`src/hw/rtl/jsu_pkg.sv`:
```
`default_nettype none

package jsu_pkg;

    localparam int unsigned QUEUE_DEPTH = 4;

    // input request and result payloads
    typedef struct packed {
        logic       kind;
        logic [7:0] data_byte;
    } t_in;

    typedef struct packed {
        logic [7:0] out_byte;
        logic       has_byte;
        logic       done_res;
        logic [3:0] status;
        logic       last_of_run;
    } t_out;

    // one unit of work for the back end: up to four bytes or one end result
    typedef struct packed {
        logic [3:0][7:0] data;
        logic [1:0]      last_idx;
        logic            is_done;
        logic [3:0]      status;
    } t_job;

    localparam logic [3:0] ST_OK          = 4'd0;
    localparam logic [3:0] ST_TRUNC_ESC   = 4'd1;
    localparam logic [3:0] ST_TRUNC_U     = 4'd2;
    localparam logic [3:0] ST_BAD_HEX     = 4'd3;
    localparam logic [3:0] ST_NO_LOW      = 4'd4;
    localparam logic [3:0] ST_TRUNC_LOW   = 4'd5;
    localparam logic [3:0] ST_BAD_LOW_HEX = 4'd6;
    localparam logic [3:0] ST_NOT_LOW     = 4'd7;
    localparam logic [3:0] ST_LONE_LOW    = 4'd8;
    localparam logic [3:0] ST_BAD_ESC     = 4'd9;

    localparam logic [7:0] CH_BACKSLASH = 8'h5C;
    localparam logic [7:0] CH_QUOTE     = 8'h22;
    localparam logic [7:0] CH_SLASH     = 8'h2F;
    localparam logic [7:0] CH_B         = 8'h62;
    localparam logic [7:0] CH_F         = 8'h66;
    localparam logic [7:0] CH_N         = 8'h6E;
    localparam logic [7:0] CH_R         = 8'h72;
    localparam logic [7:0] CH_T         = 8'h74;
    localparam logic [7:0] CH_U         = 8'h75;

    localparam logic [15:0] SURR_HI_FIRST = 16'hD800;
    localparam logic [15:0] SURR_HI_LAST  = 16'hDBFF;
    localparam logic [15:0] SURR_LO_FIRST = 16'hDC00;
    localparam logic [15:0] SURR_LO_LAST  = 16'hDFFF;
    localparam logic [20:0] SUPP_BASE     = 21'h10000;

    // bit 4 set means not a hex digit
    function automatic logic [4:0] hex_digit(input logic [7:0] c);
        logic [4:0] d;
        if (c >= 8'h30 && c <= 8'h39) begin
            d = {1'b0, c[3:0]};
        end else if ((c >= 8'h61 && c <= 8'h66) || (c >= 8'h41 && c <= 8'h46)) begin
            d = {1'b0, c[3:0] + 4'd9};
        end else begin
            d = 5'h10;
        end
        return d;
    endfunction

    function automatic t_job utf8_job(input logic [20:0] cp);
        t_job j;
        j = '0;
        if (cp <= 21'h7F) begin
            j.data[0]  = cp[7:0];
            j.last_idx = 2'd0;
        end else if (cp <= 21'h7FF) begin
            j.data[0]  = {3'b110, cp[10:6]};
            j.data[1]  = {2'b10, cp[5:0]};
            j.last_idx = 2'd1;
        end else if (cp <= 21'hFFFF) begin
            j.data[0]  = {4'b1110, cp[15:12]};
            j.data[1]  = {2'b10, cp[11:6]};
            j.data[2]  = {2'b10, cp[5:0]};
            j.last_idx = 2'd2;
        end else begin
            j.data[0]  = {5'b11110, cp[20:18]};
            j.data[1]  = {2'b10, cp[17:12]};
            j.data[2]  = {2'b10, cp[11:6]};
            j.data[3]  = {2'b10, cp[5:0]};
            j.last_idx = 2'd3;
        end
        return j;
    endfunction

endpackage

`default_nettype wire

```
`src/hw/rtl/jsu_front.sv`:
```
`default_nettype none

module jsu_front
    import jsu_pkg::*;
(
    input  wire  i_clk,
    input  wire  i_rst_n,
    input  wire  i_accept,
    input  t_in  i_item,
    output logic o_push,
    output t_job o_job
);

    localparam logic [2:0] MODE_PLAIN   = 3'd0;
    localparam logic [2:0] MODE_ESC     = 3'd1;
    localparam logic [2:0] MODE_HEX_HI  = 3'd2;
    localparam logic [2:0] MODE_WANT_BS = 3'd3;
    localparam logic [2:0] MODE_WANT_U  = 3'd4;
    localparam logic [2:0] MODE_HEX_LO  = 3'd5;

    logic [2:0]  r_mode,    n_mode;
    logic [1:0]  r_hex_cnt, n_hex_cnt;
    logic [15:0] r_hex_val, n_hex_val;
    logic [9:0]  r_high,    n_high;
    logic        r_bad,     n_bad;
    logic [3:0]  r_err,     n_err;

    logic [4:0]  digit;
    logic [15:0] hv;
    logic        bad_all;
    logic        fourth;
    logic [20:0] lo_cp;
    logic        job_ok;
    t_job        job;
    logic [7:0]  c;

    always_comb begin
        c         = i_item.data_byte;
        digit     = hex_digit(c);
        hv        = {r_hex_val[11:0], digit[4] ? 4'h0 : digit[3:0]};
        bad_all   = r_bad | digit[4];
        fourth    = (r_hex_cnt == 2'd3);
        lo_cp     = SUPP_BASE + {1'b0, r_high, hv[9:0]};

        n_mode    = r_mode;
        n_hex_cnt = r_hex_cnt;
        n_hex_val = r_hex_val;
        n_high    = r_high;
        n_bad     = r_bad;
        n_err     = r_err;
        job_ok    = 1'b0;
        job       = '0;

        if (i_item.kind) begin
            job.is_done = 1'b1;
            job.status  = r_err;
            if (r_err == ST_OK) begin
                unique case (r_mode) inside
                    MODE_ESC:     job.status = ST_TRUNC_ESC;
                    MODE_HEX_HI:  job.status = ST_TRUNC_U;
                    MODE_WANT_BS,
                    MODE_WANT_U:  job.status = ST_NO_LOW;
                    MODE_HEX_LO:  job.status = ST_TRUNC_LOW;
                    default:      job.status = ST_OK;
                endcase
            end
            job_ok    = 1'b1;
            n_mode    = MODE_PLAIN;
            n_hex_cnt = '0;
            n_hex_val = '0;
            n_high    = '0;
            n_bad     = 1'b0;
            n_err     = ST_OK;
        end else if (r_err == ST_OK) begin
            unique case (r_mode)
                MODE_ESC: begin
                    n_mode = MODE_PLAIN;
                    job_ok = 1'b1;
                    unique case (c)
                        CH_QUOTE:     job.data[0] = 8'h22;
                        CH_BACKSLASH: job.data[0] = 8'h5C;
                        CH_SLASH:     job.data[0] = 8'h2F;
                        CH_B:         job.data[0] = 8'h08;
                        CH_F:         job.data[0] = 8'h0C;
                        CH_N:         job.data[0] = 8'h0A;
                        CH_R:         job.data[0] = 8'h0D;
                        CH_T:         job.data[0] = 8'h09;
                        CH_U: begin
                            job_ok    = 1'b0;
                            n_mode    = MODE_HEX_HI;
                            n_hex_cnt = '0;
                            n_hex_val = '0;
                            n_bad     = 1'b0;
                        end
                        default: begin
                            job_ok = 1'b0;
                            n_mode = MODE_ESC;
                            n_err  = ST_BAD_ESC;
                        end
                    endcase
                end
                MODE_HEX_HI: begin
                    n_hex_val = hv;
                    n_bad     = bad_all;
                    n_hex_cnt = r_hex_cnt + 2'd1;
                    if (fourth) begin
                        if (bad_all) begin
                            n_err = ST_BAD_HEX;
                        end else if (hv >= SURR_LO_FIRST && hv <= SURR_LO_LAST) begin
                            n_err = ST_LONE_LOW;
                        end else if (hv >= SURR_HI_FIRST && hv <= SURR_HI_LAST) begin
                            // low 10 bits of the base are zero
                            n_high = hv[9:0];
                            n_mode = MODE_WANT_BS;
                        end else begin
                            n_mode = MODE_PLAIN;
                            job    = utf8_job({5'b0, hv});
                            job_ok = 1'b1;
                        end
                    end
                end
                MODE_WANT_BS: begin
                    if (c != CH_BACKSLASH) begin
                        n_err = ST_NO_LOW;
                    end else begin
                        n_mode = MODE_WANT_U;
                    end
                end
                MODE_WANT_U: begin
                    if (c != CH_U) begin
                        n_err = ST_NO_LOW;
                    end else begin
                        n_mode    = MODE_HEX_LO;
                        n_hex_cnt = '0;
                        n_hex_val = '0;
                        n_bad     = 1'b0;
                    end
                end
                MODE_HEX_LO: begin
                    n_hex_val = hv;
                    n_bad     = bad_all;
                    n_hex_cnt = r_hex_cnt + 2'd1;
                    if (fourth) begin
                        if (bad_all) begin
                            n_err = ST_BAD_LOW_HEX;
                        end else if (hv < SURR_LO_FIRST || hv > SURR_LO_LAST) begin
                            n_err = ST_NOT_LOW;
                        end else begin
                            n_mode = MODE_PLAIN;
                            job    = utf8_job(lo_cp);
                            job_ok = 1'b1;
                        end
                    end
                end
                default: begin
                    n_mode = MODE_PLAIN;
                    if (c == CH_BACKSLASH) begin
                        n_mode = MODE_ESC;
                    end else begin
                        job.data[0] = c;
                        job_ok      = 1'b1;
                    end
                end
            endcase
        end
    end

    assign o_push = i_accept & job_ok;
    assign o_job  = job;

    always_ff @(posedge i_clk) begin
        if (!i_rst_n) begin
            r_mode    <= MODE_PLAIN;
            r_hex_cnt <= '0;
            r_hex_val <= '0;
            r_high    <= '0;
            r_bad     <= 1'b0;
            r_err     <= ST_OK;
        end else if (i_accept) begin
            r_mode    <= n_mode;
            r_hex_cnt <= n_hex_cnt;
            r_hex_val <= n_hex_val;
            r_high    <= n_high;
            r_bad     <= n_bad;
            r_err     <= n_err;
        end
    end

endmodule

`default_nettype wire

```
`src/hw/rtl/jsu_fifo.sv`:
```
`default_nettype none

module jsu_fifo
    import jsu_pkg::*;
#(
    parameter int unsigned DEPTH = QUEUE_DEPTH
) (
    input  wire  i_clk,
    input  wire  i_rst_n,
    input  wire  i_push,
    input  t_job i_job,
    input  wire  i_pop,
    output t_job o_job,
    output logic o_valid,
    output logic o_full
);

    localparam int unsigned PW = (DEPTH > 1) ? $clog2(DEPTH) : 1;
    localparam int unsigned CW = $clog2(DEPTH + 1);
    localparam logic [PW-1:0] LAST_PTR = PW'(DEPTH - 1);
    localparam logic [CW-1:0] FULL_CNT = CW'(DEPTH);

    t_job          r_mem [DEPTH];
    logic [PW-1:0] r_wr_ptr;
    logic [PW-1:0] r_rd_ptr;
    logic [CW-1:0] r_count;

    assign o_job   = r_mem[r_rd_ptr];
    assign o_valid = (r_count != '0);
    assign o_full  = (r_count == FULL_CNT);

    always_ff @(posedge i_clk) begin
        if (i_push) begin
            r_mem[r_wr_ptr] <= i_job;
        end
    end

    always_ff @(posedge i_clk) begin
        if (!i_rst_n) begin
            r_wr_ptr <= '0;
            r_rd_ptr <= '0;
            r_count  <= '0;
        end else begin
            if (i_push) begin
                r_wr_ptr <= (r_wr_ptr == LAST_PTR) ? '0 : r_wr_ptr + PW'(1);
            end
            if (i_pop) begin
                r_rd_ptr <= (r_rd_ptr == LAST_PTR) ? '0 : r_rd_ptr + PW'(1);
            end
            if (i_push && !i_pop) begin
                r_count <= r_count + CW'(1);
            end else if (i_pop && !i_push) begin
                r_count <= r_count - CW'(1);
            end
        end
    end

endmodule

`default_nettype wire

```
`src/hw/rtl/jsu_back.sv`:
```
`default_nettype none

module jsu_back
    import jsu_pkg::*;
(
    input  wire  i_clk,
    input  wire  i_rst_n,
    input  t_job i_job,
    input  wire  i_job_valid,
    output logic o_pop,
    output logic o_valid,
    input  wire  i_ready,
    output t_out o_result
);

    logic [1:0] r_idx;
    logic       r_out_valid;
    t_out       r_out;
    t_out       n_out;
    logic       load;
    logic       last;

    assign load = i_job_valid && (!r_out_valid || i_ready);
    assign last = (r_idx == i_job.last_idx);
    assign o_pop = load && last;

    always_comb begin
        n_out             = '0;
        n_out.last_of_run = last;
        if (i_job.is_done) begin
            n_out.done_res = 1'b1;
            n_out.status   = i_job.status;
        end else begin
            n_out.has_byte = 1'b1;
            n_out.out_byte = i_job.data[r_idx];
        end
    end

    always_ff @(posedge i_clk) begin
        if (load) begin
            r_out <= n_out;
        end
    end

    always_ff @(posedge i_clk) begin
        if (!i_rst_n) begin
            r_idx       <= '0;
            r_out_valid <= 1'b0;
        end else begin
            if (load) begin
                r_out_valid <= 1'b1;
                r_idx       <= last ? 2'd0 : r_idx + 2'd1;
            end else if (i_ready) begin
                r_out_valid <= 1'b0;
            end
        end
    end

    assign o_valid  = r_out_valid;
    assign o_result = r_out;

endmodule

`default_nettype wire

```
`src/hw/rtl/json_string_unescape_utf8.sv`:
```
// JSON string unescaper with UTF-8 output.
// Input channel (i_valid / o_ready / i_item): one request per string byte
// between the quotes, then one request with kind set to mark the end.
// Output channel (o_valid / i_ready / o_result): plain bytes and simple
// escapes give one result, a \uXXXX escape gives 1 to 3 results and a joined
// surrogate pair gives 4; escapes in progress and bytes after an error give
// none. The end request gives one result with done_res and the status.
// last_of_run marks the final result of each request.
// A request's first result enters the queue on acceptance, then the output
// register once that is free. Throughput: one request per cycle while the
// queue is not full; the output register sends one result per cycle while
// i_ready is high, so a request with n results takes n transfers. A queue
// of QDEPTH entries between the decoder and the output stage absorbs bursts;
// o_ready drops only when that queue is full. When the receiver stalls, the
// result holds in the output register and requests keep being taken until
// the queue fills. Reset clears the decoder state, queue and output valid.
`default_nettype none

module json_string_unescape_utf8
    import jsu_pkg::*;
#(
    parameter int unsigned QDEPTH = QUEUE_DEPTH
) (
    input  wire  i_clk,
    input  wire  i_rst_n,
    input  wire  i_valid,
    output logic o_ready,
    input  t_in  i_item,
    output logic o_valid,
    input  wire  i_ready,
    output t_out o_result
);

    logic accept;
    logic push;
    t_job push_job;
    t_job head_job;
    logic head_valid;
    logic full;
    logic pop;

    assign o_ready = !full;
    assign accept  = i_valid && !full;

    jsu_front u_front (
        .i_clk    (i_clk),
        .i_rst_n  (i_rst_n),
        .i_accept (accept),
        .i_item   (i_item),
        .o_push   (push),
        .o_job    (push_job)
    );

    jsu_fifo #(
        .DEPTH (QDEPTH)
    ) u_fifo (
        .i_clk   (i_clk),
        .i_rst_n (i_rst_n),
        .i_push  (push),
        .i_job   (push_job),
        .i_pop   (pop),
        .o_job   (head_job),
        .o_valid (head_valid),
        .o_full  (full)
    );

    jsu_back u_back (
        .i_clk       (i_clk),
        .i_rst_n     (i_rst_n),
        .i_job       (head_job),
        .i_job_valid (head_valid),
        .o_pop       (pop),
        .o_valid     (o_valid),
        .i_ready     (i_ready),
        .o_result    (o_result)
    );

endmodule

`default_nettype wire
```
`config.mk`:
```
export PLATFORM = sky130hd
export DESIGN_NAME = json_string_unescape_utf8
export DESIGN_NICKNAME = d
export VERILOG_FILES = /design/src/hw/rtl/jsu_pkg.sv /design/src/hw/rtl/jsu_front.sv /design/src/hw/rtl/jsu_fifo.sv /design/src/hw/rtl/jsu_back.sv /design/src/hw/rtl/json_string_unescape_utf8.sv
export SDC_FILE = /design/constraint.sdc
export NUM_CORES = 1
export LEC_CHECK = 0
export ABC_AREA = 1
export BUFFER_PORTS_ARGS = -buffer_cell sky130_fd_sc_hd__buf_2
export CAP_MARGIN = 25
export CORE_MARGIN = 2
export CORE_UTILIZATION = 61
export CTS_CLUSTER_SIZE = 30
export DETAILED_ROUTE_END_ITERATION = 8
export PLACE_DENSITY_LB_ADDON = 0.15
export SYNTH_ARGS = -nofsm -noshare
export SYNTH_HDL_FRONTEND = slang
export SYNTH_SLANG_ARGS = --single-unit
export TNS_END_PERCENT = 10
```
`constraint.sdc`:
```
create_clock -name i_clk -period 10.62 [get_ports i_clk]
set_clock_uncertainty 0.15 [all_clocks]
set_input_delay 2.124 -clock i_clk [delete_from_list [all_inputs] [get_ports i_clk]]
set_output_delay 2.124 -clock i_clk [all_outputs]
set_load 0.01 [all_outputs]
```
==> results of run 1 <==
## worst reg2reg max path, cell delays in order, from the launching register on
cell,delay (ns)
dfxtp_1,0.38
inv_1,0.07
nor2_1,0.12
inv_1,0.11
nor2_2,0.29
nor2_1,0.17
nor2_1,0.13
o2111ai_1,0.12
nand3_1,0.10
nand2_1,0.06
nand2_1,0.13
nand2_1,0.32
inv_1,0.16
ha_1,0.16
inv_1,0.07
fa_1,0.44
a21oi_1,0.14
o21ai_0,0.10
o21ai_0,0.16
a21oi_1,0.06
## final cells by class
type | count | area (um2)
clock buffer | 17 | 425.4
tap | 216 | 270.3
timing repair buffer | 39 | 277.8
sequential | 199 | 5537
multi-input combinational | 736 | 3789
inverter | 121 | 457.9
clock inverter | 15 | 136.4
fill | 1256 | 4992
## synth_stat cells (2+ instances only)
cell type / count / area (um2)
inv_2: 8 / 30.03
o21ai_0: 107 / 535.5
o21ai_2: 2 / 17.52
nor2_2: 4 / 25.02
o2111ai_1: 2 / 17.52
nor3_1: 15 / 75.07
buf_6: 3 / 33.78
clkinv_1: 2 / 7.510
nor2_1: 180 / 675.7
nor3_2: 5 / 50.05
nand2_4: 4 / 45.04
xor2_1: 5 / 43.79
ha_1: 13 / 162.7
buf_2: 4 / 20.02
nor2_4: 3 / 33.78
a21oi_1: 53 / 265.3
inv_1: 109 / 409.1
o22ai_1: 31 / 193.9
nor4_1: 3 / 18.77
a22oi_1: 4 / 30.03
nand4_1: 22 / 137.6
clkbuf_1: 37 / 138.9
edfxtp_1: 155 / 4654
a31oi_1: 10 / 62.56
nor3_4: 2 / 32.53
nand2_2: 6 / 37.54
o211ai_1: 6 / 45.04
nand3_1: 68 / 340.3
o221ai_1: 11 / 96.34
dfxtp_1: 44 / 880.8
nand3_2: 2 / 20.02
o21ai_1: 3 / 15.01
nand2_1: 159 / 596.8
## metal layers
layer	track usage (%)	vias to the layer above	share of wire (%)
met5	0	-	0
met1	40.91	3759	43
met4	10.57	0	2.3
met2	44.47	378	46
li1	-	3839	-
met3	4.012	51	8.3
## cell families (layout without fill, tap and decap cells)
group | after synthesis | in the layout | synth area share (%)
and+or+nand+nor | 479 | 479 | 21.81
AOI/OAI and AO/OA | 237 | 237 | 13.57
buffers and inverters | 166 | 192 | 6.582
DFF | 199 | 199 | 55.68
xor gates and xnor gates | 6 | 6 | 0.5286
adders and majority gates | 14 | 14 | 1.837
## sequential cells by signal, indices dropped and copies added (netlist names), 3 cells and up, named ones only
signal and cells:
u_fifo.r_mem 140, u_back.o_result 15, u_front.r_hex_val 12, u_front.r_high 10
u_front.r_err 4, u_fifo.r_count 3, u_front.r_mode 3
## power breakdown
group / internal, mW / switching (mW)
Sequential: 0.993 / 0.0435
Clock: 0.309 / 0.306
Combinational: 0.229 / 0.514
## path summary, 6_finish.rpt
path,startpoint,end,slack [ns],cells after the start
worst min-delay path,u_front.r_hex_cnt[0]$_SDFFE_PN0P_,u_front.r_hex_cnt[0]$_SDFFE_PN0P_,0.33,2
worst min register to register,u_front.r_hex_cnt[0]$_SDFFE_PN0P_,u_front.r_hex_cnt[0]$_SDFFE_PN0P_,0.33,2
worst max register to register,u_front.r_mode[0]$_SDFFE_PN0P_,u_fifo.r_count[2]$_SDFFE_PN0P_,7.07,19
worst max-delay path,i_item[0],u_fifo.r_count[2]$_SDFFE_PN0P_,5.40,22
## stage by stage
step	area, um2	utilization [%]	power, mW	hold slack, ns
after floorplan	9942	-	1.550	0.2976
after global placement	10240	64.48	1.767	0.3062
after detailed placement	10330	65.04	1.792	0.3237
after CTS	10890	68.57	2.396	0.3367
after global routing	10890	68.57	2.526	0.3589
final	10890	68.57	2.394	0.3332
==> load_flow_metrics.sql, run 1 <==
INSERT INTO impl_metrics (metric_group, metric, value, unit) VALUES
('sta', 'slew_viol_final', '0', ''),
('global_route', 'pin_count_of_the_biggest_net_entering_global_routing', '71', ''),
('placement', 'buffer_ports.inserted', '29', ''),
('die', 'rows', '46', ''),
('detailed_routing', 'initialDrtViolationCount', '995', ''),
('die', 'floorplan.die.width', '131.7', 'um'),
('global_route', 'initial_antenna_violation_count', '0', ''),
('sta', 'final.period_utilization', '49.18', '%'),
('clock_tree', 'cts_buffer_depth', '2', ''),
('clock_tree', 'cts.clk_slew.worst_paths', '0.07', 'ns'),
('detailed_routing', 'drt_drc_violations_left', '0', ''),
('sta', 'finalSetupViolations', '0', ''),
('die', 'floorplan.initialDensity', '62.59', '%'),
('synth', 'async_reset_ff_share', '0', '%'),
('finish', 'mostFrequentLayoutCell', 'nor2_1', ''),
('worst_setup_path', 'timing.critical_path.slowest_stage_cell', 'fa_1', ''),
('sta', 'tns', '0', 'ns'),
('flow_run', 'drv.max_cap_violation_count', '0', ''),
('finish', 'final_net_count', '1141', ''),
('die', 'die_h', '131.7', 'um'),
('synth', 'postSynthCellCount', '1101', ''),
('worst_setup_path', 'worst-endpoint-required', '10.81', 'ns'),
('pwr', 'power_density', '219.8', 'nW/um2'),
('synth', 'avgSynthCellArea', '9.030', 'um2'),
('global_route', 'global_route_total_overflow', '0', ''),
('pwr', 'p_leak', '4.018', 'nW'),
('pwr', 'ir_drop', '0.1231', 'mV'),
('worst_setup_path', 'path_delay_family', 'simple AND/OR/NAND/NOR gates', ''),
('global_route', 'grt_util_all_layers', '28.49', '%'),
('sta', 'timing.final.ws_setup', '5.397', 'ns'),
('die', 'die-area', '17340', 'um2'),
('synth', 'synth_enable_flop_cells', '155', ''),
('finish', 'most-common-layout-cells', 'nor2_1 (176), nand2_1 (159), edfxtp_1 (155), inv_1 (108), o21ai_0 (107)', ''),
('die', 'count_of_boundary_i_o_pins', '30', ''),
('synth', 'synthesis.nets', '1128', ''),
('detailed_routing', 'first_pass_iteration_count_of_the_detailed_router', '6', ''),
('clock_tree', 'insertion_delay', '0.45', 'ns'),
('finish', 'fraction_of_final_layout_cells_with_drive_strength_greater_than_1', '10.47', '%'),
('clock_tree', 'clock-root-buffer', 'clkbuf_16', ''),
('sta', 'worst_pin_slew', '0.7767', 'ns'),
('sta', 'grt_setup_unrepaired', 'false', ''),
('clock_tree', 'postCtsSetupRepairBufs', '0', ''),
('clock_tree', 'ctsHtreeMaxLevel', '4', ''),
('hold_path', 'hp-class', 'flop to flop', ''),
('synth', 'post_synth_num_cell_types', '52', ''),
('placement', 'place_congestion', '1.004', ''),
('sta', 'min_period', '5.223', 'ns'),
('placement', 'place.detailed.instances', '1311', ''),
('worst_setup_path', 'worst-path-buf-inv', '5', ''),
('global_route', 'grt_first_pass_wirelength', '38.35', 'mm'),
('worst_setup_path', 'max_stage_delay', '0.44', 'ns'),
('detailed_routing', 'routed-via-count', '8027', ''),
('clock_tree', 'cts_resized', '0', ''),
('worst_setup_path', 'worst-endpoint-arrival', '5.41', 'ns'),
('die', 'core_area', '15890', 'um2'),
('sta', 'max_clock_freq', '191.4', 'MHz'),
('status', 'result_of_the_run', 'finished, final reports clean', ''),
('synth', 'synth-seq-area-share', '55.68', '%'),
('clock_tree', 'clock_tree_from_tritoncts', 'built', ''),
('clock_tree', 'cts-hold-fix-buffers', '0', ''),
('synth', 'ys_warn_count', '0', ''),
('synth', 'synthesis.area', '9942', 'um2'),
('synth', 'yosys_register_bits', '199', ''),
('worst_setup_path', 'critical_path_class', 'input pin to flop', ''),
('finish', 'number_of_cells_in_the_finished_layout_apart_from_fillers', '1343', ''),
('sta', 'final_hold_fails', '0', ''),
('detailed_routing', 'drt-wirelength-per-cell', '18.09', 'um'),
('placement', 'preCtsSetupSlack', '5.002', 'ns'),
('sta', 'max_slew_margin', '48.03', '%'),
('worst_setup_path', 'endpoint_kind', 'flop', ''),
('detailed_routing', 'finalWirelength', '24.30', 'mm');
(Power assumes the default switching activity.)
==> run 2, diff against run 1 <==
CORE_UTILIZATION = 56   (was 61)
clock period = 4.7 ns   (was 10.62 ns; I/O delays follow)
==> load_flow_metrics.sql, run 2 (synthesized netlist as in run 1, its figures left out) <==
INSERT INTO impl_metrics (metric_group, metric, value, unit) VALUES
('global_route', 'initial_antenna_violation_count', '0', ''),
('detailed_routing', 'finalWirelength', '25.51', 'mm'),
('pwr', 'p_seq_share', '43.2', '%'),
('clock_tree', 'cts_buffer_depth', '2', ''),
('clock_tree', 'clock-sinks', '199', ''),
('finish', 'fraction_of_final_layout_cells_with_drive_strength_greater_than_1', '10.63', '%'),
('sta', 'slew_viol_final', '0', ''),
('clock_tree', 'clock_tree_from_tritoncts', 'built', ''),
('clock_tree', 'cts.clk_slew.worst_paths', '0.08', 'ns'),
('worst_setup_path', 'timing.rr.start', 'u_front.r_mode[0]$_SDFFE_PN0P_', ''),
('detailed_routing', 'drtAntennaViolNets', '0', ''),
('clock_tree', 'clock-root-buffer', 'clkbuf_16', ''),
('finish', 'fillers', '1488', ''),
('pwr', 'ir_drop', '0.2807', 'mV'),
('hold_path', 'hp-class', 'flop to flop', ''),
('global_route', 'grt_first_pass_wirelength', '40.22', 'mm'),
('pwr', 'power_density', '503.8', 'nW/um2'),
('pwr', 'p_sw', '1.985', 'mW'),
('clock_tree', 'insertion_delay', '0.44', 'ns'),
('sta', 'min_period', '3.689', 'ns'),
('hold_path', 'worstHoldStart', 'u_front.r_hex_cnt[1]$_SDFFE_PN0P_', ''),
('worst_setup_path', 'worst-endpoint-required', '4.88', 'ns'),
('global_route', 'grt_util_all_layers', '28.13', '%'),
('pwr', 'cell_internal_pwr', '3.499', 'mW'),
('finish', 'mostFrequentLayoutCell', 'nor2_1', ''),
('clock_tree', 'postCtsSetupRepairBufs', '0', ''),
('placement', 'buffer_ports.inserted', '29', ''),
('finish', 'fin_area', '10890', 'um2'),
('worst_setup_path', 'endpoint_kind', 'flop', ''),
('finish', 'most-common-layout-cells', 'nor2_1 (176), nand2_1 (159), edfxtp_1 (155), inv_1 (108), o21ai_0 (107)', ''),
('die', 'core_area', '17360', 'um2'),
('placement', 'dpl_hpwl', '16.93', 'mm'),
('detailed_routing', 'first_pass_iteration_count_of_the_detailed_router', '5', ''),
('detailed_routing', 'drt-wirelength-per-cell', '18.84', 'um'),
('die', 'floorplan.die.width', '137.2', 'um'),
('sta', 'finalSetupViolations', '0', ''),
('sta', 'hold_slack', '0.3208', 'ns'),
('finish', 'largest_register_ffs', '140', ''),
('sta', 'final.period_utilization', '78.48', '%'),
('pwr', 'clkPwrFrac', '26.8', '%'),
('status', 'result_of_the_run', 'finished, final reports clean', ''),
('placement', 'place_congestion', '1.001', ''),
('clock_tree', 'ctsHtreeMaxLevel', '4', ''),
('worst_setup_path', 'r2r_setup_slack', '1.51', 'ns'),
('die', 'rows', '48', ''),
('pwr', 'power.combinational.fraction', '30.0', '%'),
('pwr', 'p_leak', '4.031', 'nW'),
('sta', 'tns', '0', 'ns'),
('clock_tree', 'cts-hold-fix-buffers', '0', ''),
('detailed_routing', 'drt-vias-per-instance', '5.936', ''),
('worst_setup_path', 'critical_path.startpoint', 'i_item[0]', ''),
('detailed_routing', 'drt_drc_violations_left', '0', ''),
('die', 'die_h', '137.2', 'um'),
('global_route', 'global_route_total_overflow', '0', ''),
('worst_setup_path', 'regToRegEndpoint', 'u_fifo.r_count[2]$_SDFFE_PN0P_', ''),
('global_route', 'pin_count_of_the_biggest_net_entering_global_routing', '67', ''),
('finish', 'area_growth_syn_to_layout', '9.502', '%'),
('worst_setup_path', 'timing.reg2reg.worst_path_depth', '19', ''),
('finish', 'antennaDiodeCount', '0', ''),
('flow_run', 'drv.max_cap_violation_count', '0', ''),
('clock_tree', 'cts-buffers-inserted', '17', ''),
('die', 'die-area', '18830', 'um2'),
('finish', 'final_design_utilization', '62.72', '%'),
('sta', 'max_slew_margin', '15.63', '%'),
('worst_setup_path', 'critical_path_class', 'input pin to flop', ''),
('finish', 'final_net_count', '1144', ''),
('pwr', 'switching_share', '36.20', '%'),
('global_route', 'via_count_of_the_first_global_routing_pass', '7603', ''),
('worst_setup_path', 'worst-path-max-fanout', '5', ''),
('sta', 'worst_pin_slew', '1.265', 'ns'),
('detailed_routing', 'routed-via-count', '8038', ''),
('sta', 'grt_setup_unrepaired', 'false', ''),
('detailed_routing', 'initialDrtViolationCount', '745', ''),
('hold_path', 'timing.hold.worst_endpoint', 'u_front.r_hex_cnt[1]$_SDFFE_PN0P_', ''),
('sta', 'final_hold_fails', '0', ''),
('clock_tree', 'cts_resized', '0', ''),
('placement', 'post_dp_cell_area', '10310', 'um2'),
('die', 'count_of_boundary_i_o_pins', '30', ''),
('sta', 'max_clock_freq', '271.1', 'MHz'),
('finish', 'top_register', 'u_fifo.r_mem', ''),
('worst_setup_path', 'worst-endpoint-arrival', '3.87', 'ns'),
('worst_setup_path', 'timing.critical_path.from_type', 'input pin', ''),
('die', 'floorplan.initialDensity', '57.28', '%'),
('hold_path', 'cell_count_of_the_worst_hold_path', '2', '');
run 2: worst max-delay path, cell delays in order:
cell	delay [ns]
buf_2	0.13
inv_1	0.16
ha_1	0.23
inv_1	0.07
nor3_1	0.15
nand3_1	0.19
o21ai_0	0.16
a21oi_1	0.08
nand3_1	0.13
nand2_1	0.10
nand3_1	0.09
nand2_1	0.06
nand2_1	0.12
nand2_1	0.08
inv_1	0.08
ha_1	0.14
inv_1	0.07
fa_1	0.43
a21oi_1	0.14
o21ai_0	0.11
o21ai_0	0.16
a21oi_1	0.05
run 2: worst max path at each step:
stage | slack [ns] | end | depth (start not counted)
3_5_place_dp | 0.58 | u_fifo.r_count[2]$_SDFFE_PN0P_ | 22
2_1_floorplan | 0.39 | u_fifo.r_mem[0][0]$_DFFE_PP_ | 14
3_3_place_gp | 0.69 | u_fifo.r_count[2]$_SDFFE_PN0P_ | 22
5_1_grt | 0.60 | u_fifo.r_count[2]$_SDFFE_PN0P_ | 22
6_report | 1.01 | u_fifo.r_count[2]$_SDFFE_PN0P_ | 22
4_1_cts | 1.04 | u_fifo.r_count[2]$_SDFFE_PN0P_ | 22
run 2: metal layers:
layer / share of wire [%] / GRT usage [%]
met1: 46 / 39.93
met2: 47 / 44.86
met3: 5.2 / 4.341
met4: 1.9 / 8.591
met5: 0 / 0
run 2: through the flow:
stage	std cells	setup WS (ns)	power, mW
finish	1354	1.011	5.485
floorplan	1101	0.3859	3.503
global placement	1323	0.6924	4.014
CTS	1354	1.036	5.486
detailed placement	1323	0.5768	4.041
global route	1354	0.5956	5.777
run 2: layout make-up:
| type | count | area (um2) | area share (%) |
|---|---|---|---|
| Clock buffer | 17 | 425.4 | 3.908 |
| Timing Repair Buffer | 42 | 242.7 | 2.230 |
| Sequential cell | 199 | 5537 | 50.86 |
| Inverter | 121 | 457.9 | 4.206 |
| Clock inverter | 14 | 153.9 | 1.414 |
| Multi-Input combinational cell | 736 | 3789 | 34.80 |
| Tap cell | 225 | 281.5 | 2.586 |
run 2: power by group through the flow:
| stage | clock network, mW | logic (mW) | registers, mW |
|---|---|---|---|
| 6_report | 1.47 | 1.64 | 2.37 |
| 5_1_grt | 1.55 | 1.82 | 2.40 |
| 4_1_cts | 1.47 | 1.64 | 2.37 |
| 3_5_place_dp | 0 | 1.63 | 2.41 |
| 3_3_place_gp | 0 | 1.61 | 2.40 |
| 2_1_floorplan | 0 | 1.11 | 2.40 |
==> run 3, diff against run 2 <==
ABC_AREA = 0   (was 1)
clock period = 3.3 ns   (was 4.7 ns; I/O delays follow)
==> load_flow_metrics.sql, run 3 <==
INSERT INTO impl_metrics (metric_group, metric, value, unit) VALUES
('sta', 'slew_viol_final', '0', ''),
('die', 'rows', '48', ''),
('hold_path', 'hp-class', 'flop to flop', ''),
('sta', 'grt_setup_unrepaired', 'true', ''),
('finish', 'top_register', 'u_fifo.r_mem', ''),
('clock_tree', 'clock_tree_from_tritoncts', 'built', ''),
('worst_setup_path', 'endpoint_kind', 'flop', ''),
('sta', 'tns', '0', 'ns'),
('clock_tree', 'cts-hold-fix-buffers', '0', ''),
('synth', 'postSynth.topFlopCell', 'edfxtp_1', ''),
('synth', 'synthSimpleGateAreaFrac', '15.74', '%'),
('die', 'count_of_boundary_i_o_pins', '30', ''),
('finish', 'final_design_utilization', '68.81', '%'),
('finish', 'antennaDiodeCount', '0', ''),
('finish', 'largest_register_ffs', '140', ''),
('global_route', 'global_route_total_overflow', '0', ''),
('synth', 'ys_top_cells_by_area', 'edfxtp_1 (47%), mux4_2 (9.5%), dfxtp_1 (8.9%)', ''),
('global_route', 'grt_util_met3', '6.185', '%'),
('worst_setup_path', 'timing.rr.start', 'u_front.r_hex_val[3]$_SDFFE_PN0P_', ''),
('global_route', 'pin_count_of_the_biggest_net_entering_global_routing', '47', ''),
('sta', 'finalSetupViolations', '0', ''),
('placement', 'post_dp_cell_area', '11150', 'um2'),
('finish', 'final_net_count', '954', ''),
('sta', 'hold_slack', '0.3436', 'ns'),
('synth', 'yosysMostFrequentCell', 'edfxtp_1', ''),
('synth', 'avgSynthCellArea', '12.32', 'um2'),
('pwr', 'power.combinational.fraction', '24.8', '%'),
('finish', 'fillers', '1273', ''),
('sta', 'final.period_utilization', '99.51', '%'),
('clock_tree', 'clock-sinks', '199', ''),
('pwr', 'post-layout-total-power', '7.073', 'mW'),
('clock_tree', 'cts.clk_slew.worst_paths', '0.08', 'ns'),
('sta', 'worst_pin_slew', '0.7496', 'ns'),
('synth', 'yosys.area.top_type_share', '46.94', '%'),
('synth', 'synthesis.area', '9916', 'um2'),
('synth', 'async_reset_ff_share', '0', '%'),
('sta', 'max_slew_margin', '50.03', '%'),
('worst_setup_path', 'timing.critical_path.slowest_stage_cell', 'a2111o_1', ''),
('sta', 'timing.final.ws_setup', '0.01618', 'ns'),
('detailed_routing', 'first_pass_iteration_count_of_the_detailed_router', '5', ''),
('worst_setup_path', 'worst-endpoint-required', '3.52', 'ns'),
('die', 'die_h', '137.1', 'um'),
('worst_setup_path', 'critical_path.startpoint', 'i_item[0]', ''),
('global_route', 'grt_util_all_layers', '29.97', '%'),
('synth', 'share_of_the_synthesized_netlist_area_taken_by_xor_and_xnor_gates', '0.4416', '%'),
('global_route', 'globalRouteMet2Util', '49.50', '%'),
('synth', 'ys_warn_count', '0', ''),
('detailed_routing', 'drt-vias-per-instance', '6.384', ''),
('synth', 'postSynthCellCount', '805', ''),
('pwr', 'p_seq_share', '45.4', '%'),
('detailed_routing', 'finalWirelength', '26.90', 'mm'),
('synth', 'post_synth_num_cell_types', '87', ''),
('flow_run', 'drv.max_cap_violation_count', '0', ''),
('placement', 'preCtsSetupSlack', '-0.5694', 'ns'),
('worst_setup_path', 'max_stage_delay', '0.48', 'ns'),
('worst_setup_path', 'timing.critical_path.from_type', 'input pin', ''),
('sta', 'final_hold_fails', '0', ''),
('global_route', 'via_count_of_the_first_global_routing_pass', '7333', ''),
('die', 'floorplan.die.width', '137.1', 'um'),
('worst_setup_path', 'path_delay_family', 'compound AO/OA/AOI/OAI gates', ''),
('synth', 'yosys.area.top_type', 'edfxtp_1', ''),
('sta', 'max_clock_freq', '304.5', 'MHz'),
('clock_tree', 'clock-root-buffer', 'clkbuf_16', ''),
('clock_tree', 'insertion_delay', '0.43', 'ns'),
('global_route', 'grt_first_pass_wirelength', '41.30', 'mm'),
('worst_setup_path', 'critical_path_class', 'input pin to flop', ''),
('finish', 'mostFrequentLayoutCell', 'edfxtp_1', ''),
('clock_tree', 'cts_buffer_depth', '2', ''),
('synth', 'largest_family_of_logic_cells_by_synthesized_area', 'simple AND/OR/NAND/NOR gates', ''),
('finish', 'most-common-layout-cells', 'edfxtp_1 (155), buf_4 (116), nand2_1 (65), a21oi_1 (51)', ''),
('detailed_routing', 'routed-via-count', '7437', ''),
('pwr', 'cell_internal_pwr', '5.018', 'mW'),
('finish', 'fin_area', '11900', 'um2'),
('die', 'core_area', '17300', 'um2'),
('synth', 'synth_enable_flop_cells', '155', ''),
('detailed_routing', 'initialDrtViolationCount', '734', ''),
('global_route', 'groute.layer.met1.usage', '39.85', '%'),
('pwr', 'p_leak', '4.183', 'nW'),
('die', 'die-area', '18790', 'um2'),
('worst_setup_path', 'worst-endpoint-arrival', '3.50', 'ns'),
('global_route', 'grt_busiest_layer', 'met2', ''),
('pwr', 'p_sw', '2.055', 'mW'),
('finish', 'number_of_cells_in_the_finished_layout_apart_from_fillers', '1165', ''),
('detailed_routing', 'drt-wirelength-per-cell', '23.09', 'um'),
('synth', 'synth-seq-area-share', '55.82', '%'),
('status', 'result_of_the_run', 'finished, final reports clean', ''),
('synth', 'post_synth_mux_area_share', '10.15', '%'),
('worst_setup_path', 'worst-path-buf-inv', '3', ''),
('clock_tree', 'ctsHtreeMaxLevel', '4', ''),
('placement', 'buffer_ports.inserted', '29', ''),
('placement', 'dpl_hpwl', '18.33', 'mm'),
('global_route', 'initial_antenna_violation_count', '0', ''),
('detailed_routing', 'drt_drc_violations_left', '0', ''),
('placement', 'place.detailed.instances', '1131', ''),
('placement', 'place_congestion', '1.029', ''),
('detailed_routing', 'drtAntennaViolNets', '0', ''),
('pwr', 'ir_drop', '0.5192', 'mV'),
('hold_path', 'worstHoldStart', 'u_front.r_hex_cnt[1]$_SDFFE_PN0P_', ''),
('synth', 'synth-compound-area-share', '13.26', '%'),
('finish', 'area_growth_syn_to_layout', '20.03', '%'),
('synth', 'yosys-top-cells-count', 'edfxtp_1 (155), nand2_1 (66), a21oi_1 (55), dfxtp_1 (44), nor2_1 (44)', ''),
('synth', 'synthAdderAreaFrac', '1.842', '%'),
('sta', 'min_period', '3.284', 'ns'),
('worst_setup_path', 'worst-path-max-fanout', '3', ''),
('pwr', 'power_density', '594.3', 'nW/um2'),
('clock_tree', 'cts-buffers-inserted', '17', ''),
('pwr', 'switching_share', '29.06', '%'),
('finish', 'fraction_of_final_layout_cells_with_drive_strength_greater_than_1', '30.43', '%'),
('synth', 'synthesis.nets', '832', ''),
('die', 'floorplan.initialDensity', '57.33', '%'),
('pwr', 'clkPwrFrac', '29.8', '%'),
('synth', 'yosys_register_bits', '199', ''),
('worst_setup_path', 'critical_path.cell_chain', 'buf_2 > inv_4 > ha_4 > nand2b_4 > a2111oi_4 > nor3_2 > a2111o_1 > a31oi_4 > ha_2 > inv_1 > fa_2 > xor2_1 > or3_1 > a21boi_1', '');
run 3: changes by cell type in the layout (fill, tap and decap cells not counted), sizes merged, moves of 21 or more:
cell   delta
and2     +23
mux4     +42
inv     -101
o22ai    -23
buf     +108
nand2   -103
o21ai    -74
nand3    -45
nor2    -142
nor2b    +21
run 3: worst paths after layout:
check | endpoint | cells after the start | slack [ns]
setup / recovery | u_fifo.r_count[2]$_SDFFE_PN0P_ | 14 | 0.02
hold / removal | u_front.r_hex_cnt[1]$_SDFFE_PN0P_ | 2 | 0.34
setup reg to reg | u_fifo.r_mem[0][15]$_DFFE_PP_ | 11 | 0.22
hold reg to reg | u_front.r_hex_cnt[1]$_SDFFE_PN0P_ | 2 | 0.34
run 3: kinds of logic after synthesis:
| group | Yosys count |
|---|---|
| simple gates | 279 |
| mux | 48 |
| buf+inv | 65 |
| flops | 199 |
| xor+xnor | 5 |
| fa+ha+maj | 14 |
| compound gates | 195 |
run 3: final cells by class:
cell class / instances / area, um2 / share of cell area (%)
sequential: 199 / 5537 / 46.52
multi-input combinational: 541 / 4295 / 36.09
timing repair buffer: 150 / 1116 / 9.378
clock buffer: 17 / 425.4 / 3.574
tap: 225 / 281.5 / 2.365
clock inverter: 15 / 176.4 / 1.482
inverter: 18 / 70.07 / 0.5887
run 3: per-layer routing:
metal,part of all wire (%),vias up
li1,-,3344
met3,6.3,44
met5,0,-
met4,2.3,0
met1,41,3704
met2,50,345
run 3: what timing repair did:
item	4_1_cts	5_1_grt
pin swaps	0	8
endpoints found under the setup margin	9	101
setup buffers	0	2
endpoints found under the hold margin	0	0
resized for setup	3	24
run 3: power by group through the flow:
stage,logic (mW),registers (mW),clock network (mW)
after CTS,1.77,3.21,2.13
after floorplan,1.08,3.28,0
after global placement,1.68,3.23,0
final,1.76,3.21,2.11
after detailed placement,1.73,3.26,0
after global routing,1.90,3.24,2.21
run 3: worst register-to-register path, cell delays in order, from the launching register on:
cell	delay [ns]
dfxtp_1	0.40
or3_4	0.45
or2_1	0.28
or3_1	0.36
a31o_2	0.27
nand3b_4	0.09
buf_4	0.21
nor2_2	0.08
buf_4	0.16
o21ai_0	0.09
o22ai_2	0.13
buf_4	0.17
